`config.mk`:
```
export PLATFORM = sky130hd
export DESIGN_NAME = substring_search_count_flat
export DESIGN_NICKNAME = d
export VERILOG_FILES = /design/src/ssc_pkg.sv /design/src/ssc_stream_if.sv /design/src/ssc_cell.sv /design/src/substring_search_count.sv /design/src/flat_wrapper.sv
export SDC_FILE = /design/constraint.sdc
export NUM_CORES = 1
export LEC_CHECK = 0
export ABC_AREA = 1
export BUFFER_PORTS_ARGS = -buffer_cell sky130_fd_sc_hd__buf_2
export CAP_MARGIN = 10
export CORE_MARGIN = 2
export CORE_UTILIZATION = 44
export CTS_CLUSTER_DIAMETER = 60
export DETAILED_ROUTE_END_ITERATION = 6
export GPL_ROUTABILITY_DRIVEN = 0
export GPL_TIMING_DRIVEN = 0
export PLACE_DENSITY = 0.6
export SLEW_MARGIN = 25
export SYNTH_ARGS = -nofsm -noshare
export SYNTH_HDL_FRONTEND = slang
export SYNTH_SLANG_ARGS = --single-unit
```
`constraint.sdc`:
```
create_clock -name clk -period 7.6 [get_ports clk]
set_clock_uncertainty 0.1 [all_clocks]
set_input_delay 0.76 -clock clk [delete_from_list [all_inputs] [get_ports clk]]
set_output_delay 0.76 -clock clk [all_outputs]
set_load 0.05 [all_outputs]
```
`src/ssc_pkg.sv`:
```
// Shared types and constants for the substring search and count block.
// No dependencies; every other file in src/ refers to it by scoped names.
`default_nettype none

package ssc_pkg;

    // Field and register widths, fixed by the interface definition
    localparam int unsigned BYTE_W      = 8;
    localparam int unsigned PHRASE_W    = 64;
    localparam int unsigned LEN_W       = 4;
    localparam int unsigned SEL_W       = 3;
    localparam int unsigned INDEX_W     = 16;
    localparam int unsigned COUNT_W     = 17;
    localparam int unsigned CFG_IDX_W   = 1;
    localparam int unsigned CFG_DATA_W  = PHRASE_W;

    // Defaults for the top-level parameters
    localparam int unsigned MAX_PHRASE_DEF = 8;
    localparam int unsigned MAX_TEXT_DEF   = 65536;

    // Saturation limits of the reported values
    localparam logic [INDEX_W-1:0] INDEX_SAT = '1;
    localparam logic [COUNT_W-1:0] COUNT_SAT = '1;

    // Configuration register indexes
    localparam logic [CFG_IDX_W-1:0] REG_PHRASE_BYTES  = 1'd0;
    localparam logic [CFG_IDX_W-1:0] REG_PHRASE_LENGTH = 1'd1;

    // Phrase as seen by every cell
    typedef struct packed {
        logic [PHRASE_W-1:0] phrase;
        logic [LEN_W-1:0]    length;
    } cell_cfg_t;

    // Per-transaction control broadcast along the cell row
    typedef struct packed {
        logic shift;
        logic clear;
    } cell_ctrl_t;

endpackage

`default_nettype wire

```
`src/ssc_stream_if.sv`:
```
// Valid/ready channel interfaces for text bytes and search results.
// Depends on ssc_pkg for field widths.
`default_nettype none

interface ssc_text_if;
    logic                             valid;
    logic                             ready;
    logic [ssc_pkg::BYTE_W-1:0]       text_byte;
    logic                             last_byte;

    modport source (output valid, output text_byte, output last_byte, input ready);
    modport sink   (input valid, input text_byte, input last_byte, output ready);
endinterface

interface ssc_result_if;
    logic                             valid;
    logic                             ready;
    logic                             found;
    logic [ssc_pkg::INDEX_W-1:0]      first_index;
    logic [ssc_pkg::COUNT_W-1:0]      match_count;
    logic                             overflow;

    modport source (output valid, output found, output first_index, output match_count,
                    output overflow, input ready);
    modport sink   (input valid, input found, input first_index, input match_count,
                    input overflow, output ready);
endinterface

`default_nettype wire

```
`src/ssc_cell.sv`:
```
// One window cell: holds one text byte and its valid bit, compares the byte it
// is about to take with its phrase byte. Depends on ssc_pkg.
`default_nettype none

module ssc_cell #(
    parameter int unsigned INDEX = 0
) (
    input  wire logic                       clk,
    input  wire logic                       rst_n,
    input  wire ssc_pkg::cell_ctrl_t        ctrl,
    input  wire ssc_pkg::cell_cfg_t         cfg,
    input  wire logic [ssc_pkg::BYTE_W-1:0] data_in,
    input  wire logic                       valid_in,
    output logic [ssc_pkg::BYTE_W-1:0]      data_out,
    output logic                            valid_out,
    output logic                            hit
);

    logic [ssc_pkg::BYTE_W-1:0] data_reg;
    logic                       valid_reg;
    logic                       valid_next;
    logic [ssc_pkg::LEN_W-1:0]  sel;
    logic                       active;
    logic [ssc_pkg::BYTE_W-1:0] want;

    // Phrase byte that must sit in this cell: window[k] pairs with byte len-1-k
    assign sel    = ssc_pkg::LEN_W'(cfg.length - ssc_pkg::LEN_W'(1)
                                    - ssc_pkg::LEN_W'(INDEX));
    assign active = ssc_pkg::LEN_W'(INDEX) < cfg.length;
    assign want   = cfg.phrase[{sel[ssc_pkg::SEL_W-1:0], 3'b000} +: ssc_pkg::BYTE_W];

    // Judge the value this cell will hold after the shift
    assign hit = !active || (valid_in && (data_in == want));

    always_comb
    begin
        valid_next = valid_reg;
        if (ctrl.clear)
        begin
            valid_next = 1'b0;
        end
        else if (ctrl.shift)
        begin
            valid_next = valid_in;
        end
    end

    always_ff @(posedge clk or negedge rst_n)
    begin
        if (!rst_n)
        begin
            valid_reg <= 1'b0;
        end
        else
        begin
            valid_reg <= valid_next;
        end
    end

    always_ff @(posedge clk)
    begin
        if (ctrl.shift)
        begin
            data_reg <= data_in;
        end
    end

    assign data_out  = data_reg;
    assign valid_out = valid_reg;

endmodule

`default_nettype wire

```
`src/substring_search_count.sv`:
```
// Streaming substring search with overlapping occurrence count.
// Throughput: one text byte per cycle unless a final byte meets an untaken
// result; the whole cell row compares in parallel, the counters update in the
// byte's own cycle, and the result is valid in the cycle after the final byte.
// Reset: clears the window, counters and result register; phrase resets to
// all zero bytes with length one. Depends on ssc_pkg, ssc_stream_if, ssc_cell.
`default_nettype none

module substring_search_count #(
    parameter int unsigned MAX_PHRASE = ssc_pkg::MAX_PHRASE_DEF,
    parameter int unsigned MAX_TEXT   = ssc_pkg::MAX_TEXT_DEF
) (
    input  wire logic                           clk,
    input  wire logic                           rst_n,
    input  wire logic                           cfg_we,
    input  wire logic [ssc_pkg::CFG_IDX_W-1:0]  cfg_index,
    input  wire logic [ssc_pkg::CFG_DATA_W-1:0] cfg_data,
    ssc_text_if.sink                            text_in,
    ssc_result_if.source                        result_out
);

    // Position counter must reach MAX_TEXT itself; the start index is worked
    // out wide enough to compare against the 16-bit saturation limit.
    localparam int unsigned POS_W  = $clog2(MAX_TEXT + 1);
    localparam int unsigned CALC_W = (POS_W > ssc_pkg::COUNT_W) ? POS_W : ssc_pkg::COUNT_W;

    // ------------------------------------------------------------------
    // Configuration registers
    // ------------------------------------------------------------------
    logic [ssc_pkg::PHRASE_W-1:0] phrase_reg;
    logic [ssc_pkg::PHRASE_W-1:0] phrase_next;
    logic [ssc_pkg::LEN_W-1:0]    len_reg;
    logic [ssc_pkg::LEN_W-1:0]    len_next;
    logic [ssc_pkg::LEN_W-1:0]    len_raw;

    assign len_raw = cfg_data[ssc_pkg::LEN_W-1:0];

    // Clamp the length on the way in: zero acts as one, anything above the
    // cell count acts as the full row.
    always_comb
    begin
        phrase_next = phrase_reg;
        len_next    = len_reg;
        if (cfg_we)
        begin
            unique case (cfg_index)
                ssc_pkg::REG_PHRASE_BYTES:
                begin
                    phrase_next = cfg_data;
                end
                ssc_pkg::REG_PHRASE_LENGTH:
                begin
                    if (len_raw == '0)
                    begin
                        len_next = ssc_pkg::LEN_W'(1);
                    end
                    else if (len_raw > ssc_pkg::LEN_W'(MAX_PHRASE))
                    begin
                        len_next = ssc_pkg::LEN_W'(MAX_PHRASE);
                    end
                    else
                    begin
                        len_next = len_raw;
                    end
                end
                default:
                begin
                    phrase_next = phrase_reg;
                end
            endcase
        end
    end

    always_ff @(posedge clk or negedge rst_n)
    begin
        if (!rst_n)
        begin
            phrase_reg <= '0;
            len_reg    <= ssc_pkg::LEN_W'(1);
        end
        else
        begin
            phrase_reg <= phrase_next;
            len_reg    <= len_next;
        end
    end

    // ------------------------------------------------------------------
    // Input handshake
    // ------------------------------------------------------------------
    logic out_valid_reg;
    logic in_accept;
    logic searched;

    // Only a final byte needs room in the result register; ordinary bytes
    // flow on while a result waits.
    assign text_in.ready = !out_valid_reg || result_out.ready || !text_in.last_byte;
    assign in_accept     = text_in.valid && text_in.ready;

    // ------------------------------------------------------------------
    // Cell row: the window shifts one cell per searched byte
    // ------------------------------------------------------------------
    ssc_pkg::cell_cfg_t  cell_cfg;
    ssc_pkg::cell_ctrl_t cell_ctrl;
    logic [ssc_pkg::BYTE_W-1:0] chain_data [MAX_PHRASE+1];
    logic [MAX_PHRASE:0]        chain_valid;
    logic [MAX_PHRASE-1:0]      hit_vec;
    logic [MAX_PHRASE-1:0]      valid_vec;
    logic                       match;

    assign cell_cfg.phrase  = phrase_reg;
    assign cell_cfg.length  = len_reg;
    assign cell_ctrl.shift  = in_accept && searched;
    assign cell_ctrl.clear  = in_accept && text_in.last_byte;

    // Cell zero takes the incoming byte
    assign chain_data[0]  = text_in.text_byte;
    assign chain_valid[0] = 1'b1;

    genvar k;
    generate
        for (k = 0; k < MAX_PHRASE; k++)
        begin : g_cell
            ssc_cell #(
                .INDEX (k)
            ) u_cell (
                .clk       (clk),
                .rst_n     (rst_n),
                .ctrl      (cell_ctrl),
                .cfg       (cell_cfg),
                .data_in   (chain_data[k]),
                .valid_in  (chain_valid[k]),
                .data_out  (chain_data[k+1]),
                .valid_out (chain_valid[k+1]),
                .hit       (hit_vec[k])
            );
        end
    endgenerate

    assign valid_vec = chain_valid[MAX_PHRASE:1];
    assign match     = searched && (&hit_vec);

    // ------------------------------------------------------------------
    // Position, count and first-occurrence tracking
    // ------------------------------------------------------------------
    logic [POS_W-1:0]             position_reg;
    logic [POS_W-1:0]             position_next;
    logic [POS_W-1:0]             position_inc;
    logic [ssc_pkg::COUNT_W-1:0]  count_reg;
    logic [ssc_pkg::COUNT_W-1:0]  count_next;
    logic                         seen_reg;
    logic                         seen_next;
    logic [ssc_pkg::INDEX_W-1:0]  first_reg;
    logic [ssc_pkg::INDEX_W-1:0]  first_next;
    logic                         ovf_reg;
    logic                         ovf_next;
    logic [CALC_W-1:0]            start_wide;

    // Bytes past the text limit are dropped from the search
    assign searched     = !ovf_reg && (position_reg < POS_W'(MAX_TEXT));
    assign position_inc = position_reg + POS_W'(1);
    assign start_wide   = CALC_W'(position_inc) - CALC_W'(len_reg);

    always_comb
    begin
        position_next = position_reg;
        count_next    = count_reg;
        seen_next     = seen_reg;
        first_next    = first_reg;
        ovf_next      = ovf_reg;
        if (!searched)
        begin
            ovf_next = 1'b1;
        end
        else
        begin
            position_next = position_inc;
            if (match)
            begin
                if (count_reg != ssc_pkg::COUNT_SAT)
                begin
                    count_next = count_reg + ssc_pkg::COUNT_W'(1);
                end
                if (!seen_reg)
                begin
                    seen_next = 1'b1;
                    if (start_wide > CALC_W'(ssc_pkg::INDEX_SAT))
                    begin
                        first_next = ssc_pkg::INDEX_SAT;
                    end
                    else
                    begin
                        first_next = start_wide[ssc_pkg::INDEX_W-1:0];
                    end
                end
            end
        end
    end

    // Clear all text state after the final byte so the next text starts fresh
    always_ff @(posedge clk or negedge rst_n)
    begin
        if (!rst_n)
        begin
            position_reg <= '0;
            count_reg    <= '0;
            seen_reg     <= 1'b0;
            first_reg    <= '0;
            ovf_reg      <= 1'b0;
        end
        else if (in_accept)
        begin
            if (text_in.last_byte)
            begin
                position_reg <= '0;
                count_reg    <= '0;
                seen_reg     <= 1'b0;
                first_reg    <= '0;
                ovf_reg      <= 1'b0;
            end
            else
            begin
                position_reg <= position_next;
                count_reg    <= count_next;
                seen_reg     <= seen_next;
                first_reg    <= first_next;
                ovf_reg      <= ovf_next;
            end
        end
    end

    // ------------------------------------------------------------------
    // Result register: load on the final byte, hold until taken
    // ------------------------------------------------------------------
    logic                         out_valid_next;
    logic                         found_reg;
    logic [ssc_pkg::INDEX_W-1:0]  index_reg;
    logic [ssc_pkg::COUNT_W-1:0]  mcount_reg;
    logic                         oflow_reg;
    logic                         load_result;

    assign load_result = in_accept && text_in.last_byte;

    always_comb
    begin
        out_valid_next = out_valid_reg;
        if (load_result)
        begin
            out_valid_next = 1'b1;
        end
        else if (result_out.ready)
        begin
            out_valid_next = 1'b0;
        end
    end

    always_ff @(posedge clk or negedge rst_n)
    begin
        if (!rst_n)
        begin
            out_valid_reg <= 1'b0;
        end
        else
        begin
            out_valid_reg <= out_valid_next;
        end
    end

    always_ff @(posedge clk)
    begin
        if (load_result)
        begin
            found_reg  <= seen_next;
            index_reg  <= seen_next ? first_next : '0;
            mcount_reg <= count_next;
            oflow_reg  <= ovf_next;
        end
    end

    assign result_out.valid       = out_valid_reg;
    assign result_out.found       = found_reg;
    assign result_out.first_index = index_reg;
    assign result_out.match_count = mcount_reg;
    assign result_out.overflow    = oflow_reg;

    // ------------------------------------------------------------------
    // Assertions
    // ------------------------------------------------------------------
    // Window valid bits fill from cell zero without gaps
    assert property (@(posedge clk) disable iff (!rst_n)
        ((valid_vec + MAX_PHRASE'(1)) & valid_vec) == '0)
        else $error("window valid bits not contiguous");

    // Position never passes the text limit
    assert property (@(posedge clk) disable iff (!rst_n)
        position_reg <= POS_W'(MAX_TEXT))
        else $error("position beyond text limit");

    // A final byte always yields a result and empties the text state
    assert property (@(posedge clk) disable iff (!rst_n)
        (in_accept && text_in.last_byte) |=>
            (out_valid_reg && (position_reg == '0) && (valid_vec == '0) && !seen_reg))
        else $error("final byte did not produce result or clear state");

    // Active length always lies within the cell row
    assert property (@(posedge clk) disable iff (!rst_n)
        (len_reg != '0) && (len_reg <= ssc_pkg::LEN_W'(MAX_PHRASE)))
        else $error("phrase length out of range");

    // A recorded first occurrence implies a non-zero count
    assert property (@(posedge clk) disable iff (!rst_n)
        seen_reg |-> (count_reg != '0))
        else $error("first occurrence recorded without a count");

endmodule

`default_nettype wire
```
`src/flat_wrapper.sv`:
```
// flat-port wrapper written by rule: the top's interface ports become plain ports
module substring_search_count_flat 
#(
    parameter int unsigned MAX_PHRASE = ssc_pkg::MAX_PHRASE_DEF,
    parameter int unsigned MAX_TEXT   = ssc_pkg::MAX_TEXT_DEF
)
  (clk, rst_n, cfg_we, cfg_index, cfg_data, text_in_valid, text_in_text_byte, text_in_last_byte, text_in_ready, result_out_valid, result_out_found, result_out_first_index, result_out_match_count, result_out_overflow, result_out_ready);
  ssc_text_if text_in_i ();
  ssc_result_if result_out_i ();
  input  wire logic clk;
  input  wire logic rst_n;
  input  wire logic cfg_we;
  input  wire logic [ssc_pkg::CFG_IDX_W-1:0] cfg_index;
  input  wire logic [ssc_pkg::CFG_DATA_W-1:0] cfg_data;
  input wire logic [$bits(text_in_i.valid)-1:0] text_in_valid;
  input wire logic [$bits(text_in_i.text_byte)-1:0] text_in_text_byte;
  input wire logic [$bits(text_in_i.last_byte)-1:0] text_in_last_byte;
  output wire logic [$bits(text_in_i.ready)-1:0] text_in_ready;
  output wire logic [$bits(result_out_i.valid)-1:0] result_out_valid;
  output wire logic [$bits(result_out_i.found)-1:0] result_out_found;
  output wire logic [$bits(result_out_i.first_index)-1:0] result_out_first_index;
  output wire logic [$bits(result_out_i.match_count)-1:0] result_out_match_count;
  output wire logic [$bits(result_out_i.overflow)-1:0] result_out_overflow;
  input wire logic [$bits(result_out_i.ready)-1:0] result_out_ready;
  assign text_in_i.valid = text_in_valid;
  assign text_in_i.text_byte = text_in_text_byte;
  assign text_in_i.last_byte = text_in_last_byte;
  assign text_in_ready = text_in_i.ready;
  assign result_out_valid = result_out_i.valid;
  assign result_out_found = result_out_i.found;
  assign result_out_first_index = result_out_i.first_index;
  assign result_out_match_count = result_out_i.match_count;
  assign result_out_overflow = result_out_i.overflow;
  assign result_out_i.ready = result_out_ready;
  substring_search_count #(.MAX_PHRASE(MAX_PHRASE), .MAX_TEXT(MAX_TEXT)) u_core (.clk(clk), .rst_n(rst_n), .cfg_we(cfg_we), .cfg_index(cfg_index), .cfg_data(cfg_data), .text_in(text_in_i), .result_out(result_out_i));
endmodule
```
==> key figures <==
Route
  – Max layer used: met4
  – Detailed-routed wire length on met3: 3890 µm
  – Vias per inst: about 5.3
  – ANT nets after route: 0
  – 1st-iter DRT viols: 1,524
  – Metal2 WL: 18,200 µm
  – Post-Route WL: 43,300 µm
  – First-pass iteration count of the detailed router: 6
  – Residual DRC count: 0
  – Met1 WL: 20,200 µm
  – Vias post-DR: 13,300
  – Wirelength per Cell: 17.3 µm

Die
  – IO Pins: 116
  – Core Footprint: 0.0307 mm²
  – Initial Utilization: 44.7%
  – Std-Cell Rows: 64
  – DIE WIDTH: between 150 and 200 µm
  – Die Y: 181 µm
  – Die area: between 0.03 and 0.04 mm²

Clocking
  – Post-cts resize count: 0
  – Clk_lat worst skew: 0.56 ns
  – CTS Buf Count: 30
  – Post-CTS Hold Buffers: 0
  – Longest Clk Path Bufs: 3
  – Clock root buffer: clkbuf_16
  – TritonCTS clock tree: done
  – H-tree levels: 1
  – CTS clk-pin slew, worst paths: ~0.06 ns
  – Postcts setup bufs: 0
  – Sink Count: 219

Synth
  – Register bit total from synthesis: 219
  – Synthesized area: 0.0137 mm²
  – Synth unique cells: 37
  – Sequential area share after synthesis: 43.3%
  – Syn Nets: 2,016
  – EDFF count, synth: between 90 and 100
  – Syn. warnings: 0
  – Post-Synthesis Cells: 1,927
  – Fraction of registers with async set/reset: 58.4%
  – Mean Syn Cell Area: 7.12 µm²
  – Post-synth top flop: dfrtp_1

Worst setup path
  – Crit path max fanout: 10
  – R2R setup slack: between 3 and 4 ns
  – Worst R2R Start: u_core.len_reg[0]$_DFFE_PN1P_
  – Setup crit end kind: flop
  – CP arrival: 4.73 ns
  – Crit path kind: flop to flop
  – Startpoint Class: flop
  – R2R depth: 21
  – Worst r2r dst: u_core.result_out.match_count[16]$_DFFE_PP_
  – WP data required: 7.82 ns

Worst hold path
  – Hold Path Class: primary input to async pin

Placed design
  – Place WS: between 3 and 4 ns
  – Detailed Place HPWL: approximately 33,000 µm
  – IO Port Bufs: 115

Pwr
  – Power Density: 256 mW/mm²
  – Total power: 0.00406 W
  – Leakage: 8.08 nW
  – Maximum vdd drop: between 200 and 250 µV

Layout
  – Max FFs per register: 64
  – Share of post-route cells with drive strength above 1: about an eighth
  – Layout area overhead: 15.4%
  – Diode count: 0
  – Final nets: 2,166

Timing
  – RSZ-0062 raised after global routing: no
  – Minimum clock period: approximately 4.5 ns
  – Slew @ Worst Pin: a little under 0.8 ns
  – Hold slack: 0.0344 ns
  – Relative slew slack: 47.7%
  – Max-slew violations: 0
  – Fin crit share: 59.4%
  – Final setup fails: 0
  – Fmax: between 0.2 and 0.25 GHz
  – Fin. Hold Viols: 0
  – Setup ws final: just over 3 ns

Global route
  – Largest net degree at the start of global routing: 66
  – Total GRT Usage: a little over a quarter
  – Vias in the first global route: approximately 12,000
  – GRT Residual Overflow: 0
  – Initial antenna violation count: 0
  – Global-route wire length before repair: about 69,000 µm

Outcome
  – Outcome: completed

Run
  – Max cap viols: 0
area by class of cell:
type                       instances  area [µm²]
clock inverter                    19         155
inverter                         190         713
clock buffer                      37         797
tap                              396         495
timing repair buffer             118         661
fill                            3020       14800
buffer                            81         400
multi-input combinational       1437        6680
sequential                       219        5940
routing by layer:
metal | vias to the layer above | GRT usage, %
met3 | 64 | 4.06
met4 | 0 | 6.61
met1 | 6126 | 39.7
met2 | 609 | 40.0
li1 | 6544 | -
met5 | - | 0
metrics by stage:
stage / instance area, µm² / TNS (ns) / cells / util [%]
finish: 15800 / 0 / 2497 / 51.6
global route: 15800 / 0 / 2497 / 51.6
CTS: 15800 / 0 / 2497 / 51.6
detailed placement: 14900 / 0 / 2441 / 48.5
global placement: 14800 / -0.0218 / 2438 / 48.2
floorplan: 13700 / 0 / 1927 / -
synth_stat cells, drive strengths merged (9+ instances only):
library cell | instances | share of area [%]
nand2 | 786 | 22
a21oi | 49 | 1.8
nand3 | 242 | 8.9
o21ai | 45 | 1.6
mux2 | 27 | 2.2
buf | 51 | 2.1
nand4 | 48 | 2.2
nand3b | 27 | 1.5
ha | 9 | 0.82
edfxtp | 91 | 20
dfrtp | 127 | 23
o22ai | 18 | 0.82
nor2 | 125 | 3.5
clkbuf | 30 | 0.82
inv | 188 | 5.1
xor2 | 27 | 1.7
cell usage in the layout, fill, tap and decap left out, types with 4 or more instances in the layout:
cell type and count:
clkbuf_1 35, clkbuf_16 30, edfxtp_1 91, and2_1 7
xor2_1 27, nor3_1 6, o21ai_1 7, inv_1 183
nand3b_1 27, clkinv_2 7, o211ai_1 6, nand4_1 48
o22ai_1 18, buf_2 155, xnor2_1 7, mux2_2 27
nand2_2 7, ha_1 9, inv_2 5, buf_4 4
dfrtp_1 127, o21ai_0 38, nand2_1 778, buf_6 4
a21oi_1 49, nor2_1 122, nand3_1 241
critical path: stages, from the launching register on:
cell	delay (ns)
dfstp_2	0.57
buf_4	0.18
inv_2	0.09
buf_2	0.24
ha_1	0.42
inv_2	0.09
buf_2	0.24
buf_2	0.32
nand3_1	0.14
nand3_1	0.14
nand3b_1	0.09
nand2_1	0.07
nand3_1	0.07
nor2_1	0.23
nand3_1	0.15
nand2_1	0.08
nand2_1	0.11
nor2_4	0.22
buf_2	0.27
nand4_1	0.21
nand2_1	0.17
inv_1	0.05
report_power, final:
part / internal, W / switching, W / leakage, nW
Combinational: 0.000402 / 0.000893 / 5.15
Sequential: 0.00134 / 0.0000790 / 2.47
Clock: 0.000785 / 0.000558 / 0.467
worst max path at each step:
stage / startpoint / slack, ns / endpoint
2_1_floorplan: result_out_ready / 2.23 / u_core.g_cell[1].u_cell.valid_out$_DFFE_PN0P_
3_3_place_gp: text_in_last_byte / -0.01 / u_core.position_reg[11]$_DFFE_PN0P_
3_5_place_dp: u_core.len_reg[0]$_DFFE_PN1P_ / 3.19 / u_core.result_out.match_count[16]$_DFFE_PP_
4_1_cts: u_core.len_reg[0]$_DFFE_PN1P_ / 3.12 / u_core.result_out.match_count[16]$_DFFE_PP_
6_report: u_core.len_reg[0]$_DFFE_PN1P_ / 3.09 / u_core.result_out.match_count[16]$_DFFE_PP_
5_1_grt: u_core.len_reg[0]$_DFFE_PN1P_ / 2.77 / u_core.result_out.first_index[3]$_SDFFCE_PP0P_
cells by family after synthesis:
logic type,share of synthesized area (%)
AO/OA/AOI/OAI,4.85
adder cells (fa/ha/maj),0.966
XOR/XNOR,2.17
AND/OR/NAND/NOR,38.4
flip-flops,43.3
multiplexers,2.22
buffers and inverters,8.11
Note: power is estimated with default switching activity, not from simulation.
